[config.mk]
export PLATFORM = sky130hd
export DESIGN_NAME = prfo_front_flat
export DESIGN_NICKNAME = d
export VERILOG_FILES = /design/src/prfo_pkg.sv /design/src/prfo_if.sv /design/src/prfo_front.sv /design/src/flat_wrapper.sv
export SDC_FILE = /design/constraint.sdc
export NUM_CORES = 1
export LEC_CHECK = 0
export BUFFER_PORTS_ARGS = -buffer_cell sky130_fd_sc_hd__buf_2
export CORE_MARGIN = 10
export CORE_UTILIZATION = 55
export CTS_BUF_LIST = sky130_fd_sc_hd__clkbuf_8
export CTS_CLUSTER_DIAMETER = 40
export CTS_CLUSTER_SIZE = 25
export DETAILED_ROUTE_END_ITERATION = 8
export PLACE_DENSITY = 0.83
export SLEW_MARGIN = 10
export SYNTH_ARGS = -nofsm -noshare
export SYNTH_HDL_FRONTEND = slang
export SYNTH_SLANG_ARGS = --single-unit
[constraint.sdc]
create_clock -name clk -period 6.8 [get_ports clk]
set_input_delay 1.02 -clock clk [delete_from_list [all_inputs] [get_ports clk]]
set_output_delay 1.02 -clock clk [all_outputs]
set_load 0.02 [all_outputs]
[src/prfo_pkg.sv]
`timescale 1ns / 1ps
`default_nettype none

package prfo_pkg;

    localparam int RING_DEPTH       = 8192;
    localparam int MAX_PACKET_BYTES = 4096;

    localparam int SIZE_W  = 13;
    localparam int TAG_W   = 16;
    localparam int COUNT_W = 14;
    localparam int BYTES_W = 26;

    localparam int ADDR_W = $clog2(RING_DEPTH);
    localparam int CNT_W  = $clog2(RING_DEPTH + 1);

    typedef enum logic {
        OP_PUSH = 1'b0,
        OP_POP  = 1'b1
    } op_t;

    typedef struct packed {
        op_t               op;
        logic [SIZE_W-1:0] size;
        logic [TAG_W-1:0]  tag;
    } desc_t;

    typedef struct packed {
        logic               popped_valid;
        logic               overwrote_oldest;
        logic [SIZE_W-1:0]  size_out;
        logic [TAG_W-1:0]   tag_out;
        logic [COUNT_W-1:0] held_packets;
        logic [BYTES_W-1:0] held_bytes;
    } result_t;

    typedef enum logic {
        ST_IDLE = 1'b0,
        ST_EXEC = 1'b1
    } back_state_t;

endpackage

`default_nettype wire

[src/prfo_if.sv]
`timescale 1ns / 1ps
`default_nettype none

interface prfo_in_if
    import prfo_pkg::*;
();
    logic              valid;
    logic              ready;
    logic              mode;
    logic [SIZE_W-1:0] pkt_size;
    logic [TAG_W-1:0]  packet_tag;

    modport source (output valid, output mode, output pkt_size, output packet_tag,
                    input ready);
    modport sink (input valid, input mode, input pkt_size, input packet_tag,
                  output ready);
endinterface


`default_nettype wire

[src/prfo_front.sv]
`timescale 1ns / 1ps
`default_nettype none

module prfo_front
    import prfo_pkg::*;
(
    input  wire logic   clk,
    input  wire logic   rst_n,
    prfo_in_if.sink     item,
    output      logic   q_valid,
    output      desc_t  q_item,
    input  wire logic   q_ready
);

    desc_t       slot_reg [2];
    logic        wr_ptr_reg;
    logic        wr_ptr_next;
    logic        rd_ptr_reg;
    logic        rd_ptr_next;
    logic [1:0]  fill_reg;
    logic [1:0]  fill_next;
    logic        push_en;
    logic        pop_en;
    desc_t       entry;

    // Oversized packets are clamped before they reach the store.
    always_comb
    begin
        unique case (item.mode)
            1'b0: entry.op = OP_PUSH;
            1'b1: entry.op = OP_POP;
            default: entry.op = OP_PUSH;
        endcase
        if (item.pkt_size > SIZE_W'(MAX_PACKET_BYTES))
        begin
            entry.size = SIZE_W'(MAX_PACKET_BYTES);
        end
        else
        begin
            entry.size = item.pkt_size;
        end
        entry.tag = item.packet_tag;
    end

    assign item.ready = (fill_reg != 2'd2);
    assign push_en    = item.valid && item.ready;
    assign q_valid    = (fill_reg != 2'd0);
    assign q_item     = slot_reg[rd_ptr_reg];
    assign pop_en     = q_valid && q_ready;

    always_comb
    begin
        wr_ptr_next = push_en ? ~wr_ptr_reg : wr_ptr_reg;
        rd_ptr_next = pop_en ? ~rd_ptr_reg : rd_ptr_reg;
        fill_next   = fill_reg + 2'(push_en) - 2'(pop_en);
    end

    always_ff @(posedge clk or negedge rst_n)
    begin
        if (!rst_n)
        begin
            wr_ptr_reg <= 1'b0;
            rd_ptr_reg <= 1'b0;
            fill_reg   <= 2'd0;
        end
        else
        begin
            wr_ptr_reg <= wr_ptr_next;
            rd_ptr_reg <= rd_ptr_next;
            fill_reg   <= fill_next;
        end
    end

    always_ff @(posedge clk)
    begin
        if (push_en)
        begin
            slot_reg[wr_ptr_reg] <= entry;
        end
    end

endmodule

`default_nettype wire

[src/flat_wrapper.sv]
// flat-port wrapper written by rule: the top's interface ports become plain ports
module prfo_front_flat import prfo_pkg::*;
  (clk, rst_n, q_valid, q_item, q_ready, item_valid, item_mode, item_pkt_size, item_packet_tag, item_ready);
  prfo_in_if item_i ();
  input  wire logic clk;
  input  wire logic rst_n;
  output      logic q_valid;
  output      desc_t q_item;
  input  wire logic q_ready;
  input wire logic [$bits(item_i.valid)-1:0] item_valid;
  input wire logic [$bits(item_i.mode)-1:0] item_mode;
  input wire logic [$bits(item_i.pkt_size)-1:0] item_pkt_size;
  input wire logic [$bits(item_i.packet_tag)-1:0] item_packet_tag;
  output wire logic [$bits(item_i.ready)-1:0] item_ready;
  assign item_i.valid = item_valid;
  assign item_i.mode = item_mode;
  assign item_i.pkt_size = item_pkt_size;
  assign item_i.packet_tag = item_packet_tag;
  assign item_ready = item_i.ready;
  prfo_front u_core (.clk(clk), .rst_n(rst_n), .item(item_i), .q_valid(q_valid), .q_item(q_item), .q_ready(q_ready));
endmodule
==> Word-level counts from Yosys, hierarchy flattened <==
Memories as Yosys holds them, arrays and structs flattened.
Cells that the tools add are included.
{ "classes": {"addsub": 2, "n_lt_le_gt_ge": 1, "n_eq_ne": 1, "muxes": 4, "bitwise_logic": 3, "reduce_logical": 3} }
{ "op_table": {"columns": ["cell", "n"], "rows": [
  ["13-bit > comparator, second input constant", 1],
  ["13-bit two-way mux", 1],
  ["1-bit inverter", 3],
  ["2-bit by 1-bit adder with 2-bit output", 1],
  ["1-bit logical AND", 2],
  ["1-bit two-way mux", 2],
  ["2-bit != test, second input constant", 1],
  ["1-bit case mux with 2 select lines", 1],
  ["2-bit nonzero test", 1],
  ["2-bit by 1-bit subtractor with 2-bit output", 1]
]} }
{ "totals": {"ff_bits": 4, "ram_bits": 60, "out_inout_bits": 32, "wordCells": 18, "n_memories": 1} }
{ "memory_table": {"columns": ["name", "words", "width", "rd", "rd_clocked_by_memory_dff", "wr", "line", "rtl"], "rows": [
  ["u_core.slot_reg", 2, 30, 1, 0, 1, "prfo_front.sv:15", "desc_t slot_reg [2];"]
]} }

==> Depth between registers and ports, before layout <==
{ "logic_depth": {"ltp_word": 4, "depth_mapped": 7, "depth_no_buf": 7} }

==> Worst setup path after synthesis <==
OpenSTA, ideal clock, no wires.
{ "synth_timing": {"path_type": "input -> register", "start": "in item_valid", "end": "mem u_core.slot_reg[0][0] (netlist name) (enable)", "setup_time_ns": 0.417, "arrival_time_ns": 2.389, "required_ns": 6.383, "slack_ns": 3.994, "path_stages": 2, "path_buffers": 0, "path_cell_list": "nand2_1 nor2_1"} }
{ "synth_between": {"elab_chain_cells": 3} }
{ "synth_lines": {"columns": ["item", "line", "rtl"], "rows": [
  ["start: declaration", "flat_wrapper.sv:10", "input wire logic [$bits(item_i.valid)-1:0] item_valid;"],
  ["1-bit logical AND", "prfo_front.sv:46", "assign push_en = item.valid && item.ready;"],
  ["1-bit two-way mux", "prfo_front.sv:76", "if (push_en)"],
  ["1-bit two-way mux (implied by the code)", "prfo_front.sv:78", "slot_reg[wr_ptr_reg] <= entry;"],
  ["end: declaration", "prfo_front.sv:15", null]
]} }
Every way passes these cells.

==> run_results.csv <==
group,metric,value,unit
global_routing,grt_pass1_vias,1479,
sta,hold_viol,0,
setup_path,critical_path_class,"flop to output pin",
die,fp-row-count,24,
finish,drive_gt1_frac,0.5490,
die,die_w,86.95,um
sta,worst_pin_slew,0.6834,ns
setup_path,required,5.78,ns
die,core_area,0.004354,sq mm
finish,largest_reg_flops,60,
global_routing,grt_max_degree,32,
sta,fin_skew,0.006131,ns
synthesis,synth_area_per_cell,19.56,sq um
clock_network,clock_sinks,64,
clock_network,htree_levels,3,
sta,slew_headroom,0.5444,
power_and_ir_drop,power_density,438.7,mW/mm^2
sta,tns,0,ns
route,drc_errors,0,
clock_network,ctsHoldBuffers,0,
synthesis,synth.area.top_cells,"edfxtp_1, mux2_2, dfrtp_1",
route,vias,1296,
status,outcome,"complete, no violations",
finish,fin_nets,235,
placed_design,portBuffers,65,
global_routing,antenna_found_initial,0,
clock_network,clk_latency,0.33,ns
clock_network,postCtsSetupBuffers,0,
clock_network,clkTransAtPathRegs,0.06,ns
route,drt-met1-wl,1796,um
synthesis,synth-main-ff-cell,"edfxtp_1",
die,ios,66,
synthesis,synth_enable_flop_cells,60,
sta,rsz0062_at_grt,"no",
synthesis,synth.most_common_cell,"edfxtp_1",
synthesis,synth_area_leader_cell,"edfxtp_1",
placed_design,hpwlAfterDp,3185,um
clock_network,cts_resized,0,
synthesis,yosysTopAreaCellShare,0.7310,
global_routing,grt_first_pass_wirelength,6975,um
route,drtPass1Iterations,4,
sta,setup-violations-final,0,
synthesis,synthArstFlopShare,0.06250,
power_and_ir_drop,peakVddDrop,0.3195,mV
clock_network,cts.path.max_buffers,2,
finish,stdcell_count,256,
power_and_ir_drop,p_leak,1.177,nW
setup_path,startpoint_type,"flop",
route,drtIter0Drc,100,
route,dr_wl_met3,441,um
die,fp.dieH,86.95,um
synthesis,syn_area,0.002465,sq mm
route,vias_per_cell,5.063,
clock_network,cts-buffers-inserted,9,
placed_design,finalWeightedCongestion,0.6974,
job,maxCapViolations,0,
route,wl,4517,um
synthesis,synthTopCellsByCount,"edfxtp_1, mux2_2, nor2b_1",
die,dieArea,0.007559,sq mm
synthesis,synth-seq-cells,64,
clock_network,cts_root_buf,"clkbuf_8",
placed_design,placed_cells,240,
global_routing,grt_usage,0.1236,
route,met2_length,2238,um
setup_path,startpoint,"u_core.rd_ptr_reg",
sta,fin_crit,2.745,ns
sta,fin_crit_sh,0.4037,
setup_path,endpoint_kind,"output pin",
sta,max_freq,364.3,MHz
synthesis,syn_inst,126,
clock_network,cts_tree,"yes",
sta,finalMaxSlewViolations,0,
setup_path,crit_fanout,31,
finish,area_delta_synth_final,22.13,%
worst_hold_path,hp-class,"input port to async pin",
die,initial_core_util,0.5661,
finish,antenna_cells,0,
global_routing,grt-ovfl-total,0,
route,highest_layer,"met4",
setup_path,critical_path_arrival,1.73,ns
synthesis,syn_nets,162,
synthesis,ys_warn_count,0,
setup_path,r2r_start,"u_core.fill_reg[1]",
route,antenna_left,0,
route,wire_per_inst,17.64,um
synthesis,ys_types,16,
synthesis,seq_area_frac_synth,0.7716,
## per-layer routing
| layer | up-vias | GRT usage |
|---|---|---|
| met5 | - | 0 |
| met4 | 0 | 0.05302 |
| met3 | 5 | 0.07116 |
| met2 | 51 | 0.2059 |
| met1 | 619 | 0.1225 |
| li1 | 621 | - |
## area by class of cell
class / count / area [sq um]
Tap cell: 52 / 65.06
Fill cell: 300 / 1344
Timing Repair Buffer: 67 / 340.3
Inverter: 3 / 11.26
Clock inverter: 7 / 53.80
Clock buffer: 9 / 123.9
Sequential cell: 64 / 1903
Multi-Input combinational cell: 54 / 513.0
## report_power, final
group	internal [mW]	switching [mW]	total, mW
sequential	0.543	0.0588	0.602
combinational	0.183	0.244	0.427
clock	0.162	0.130	0.292
## worst max-delay path: stages, from the launching register on
cell     delay [ns]
dfrtp_2        0.81
mux2_2         0.42
buf_2          0.16
## per-stage QoR
stage / setup slack, ns / total power [mW] / utilization / hold WS, ns / area, sq um
2_1_floorplan: 3.994 / 0.9137 / - / 0.4608 / 2465
3_3_place_gp: 4.028 / 1.030 / 0.6503 / 0.4907 / 2831
3_5_place_dp: 3.965 / 1.052 / 0.6503 / 0.4939 / 2831
4_1_cts: 3.596 / 1.346 / 0.6911 / 0.4795 / 3009
5_1_grt: 3.951 / 1.395 / 0.6914 / 0.4725 / 3010
6_report: 4.055 / 1.321 / 0.6914 / 0.4931 / 3010
## cells by family (layout without fill, tap and decap cells)
group / Yosys count / in the layout / share of synthesized area
xor+xnor: 4 / 4 / 0.01422
fa+ha+maj: 2 / 2 / 0.01015
flops: 64 / 64 / 0.7716
buf+inv: 8 / 86 / 0.02132
simple gates: 18 / 18 / 0.04569
mux: 30 / 30 / 0.1371
## cells in the final DEF, fill, tap and decap left out, types with 2 or more instances in the layout
master,instances
buf_2,65
dfrtp_1,3
edfxtp_1,60
ha_1,2
buf_4,2
mux2_2,30
xnor2_1,3
inv_1,4
clkinv_1,4
clkbuf_8,9
nor2b_1,12
## path summary, 6_finish.rpt
path | endpoint | slack, ns | cells after the start
setup / recovery | q_item[19] | 4.05 | 2
hold / removal | u_core.fill_reg[0] | 0.49 | 1
setup reg to reg | u_core.fill_reg[1] | 5.08 | 7
hold reg to reg | u_core.fill_reg[1] | 0.50 | 1
max in group asynchronous | u_core.rd_ptr_reg | 6.17 | 1
min in group clk | u_core.fill_reg[1] | 0.50 | 1
No activity file was read; power rests on OpenSTA's default activity.
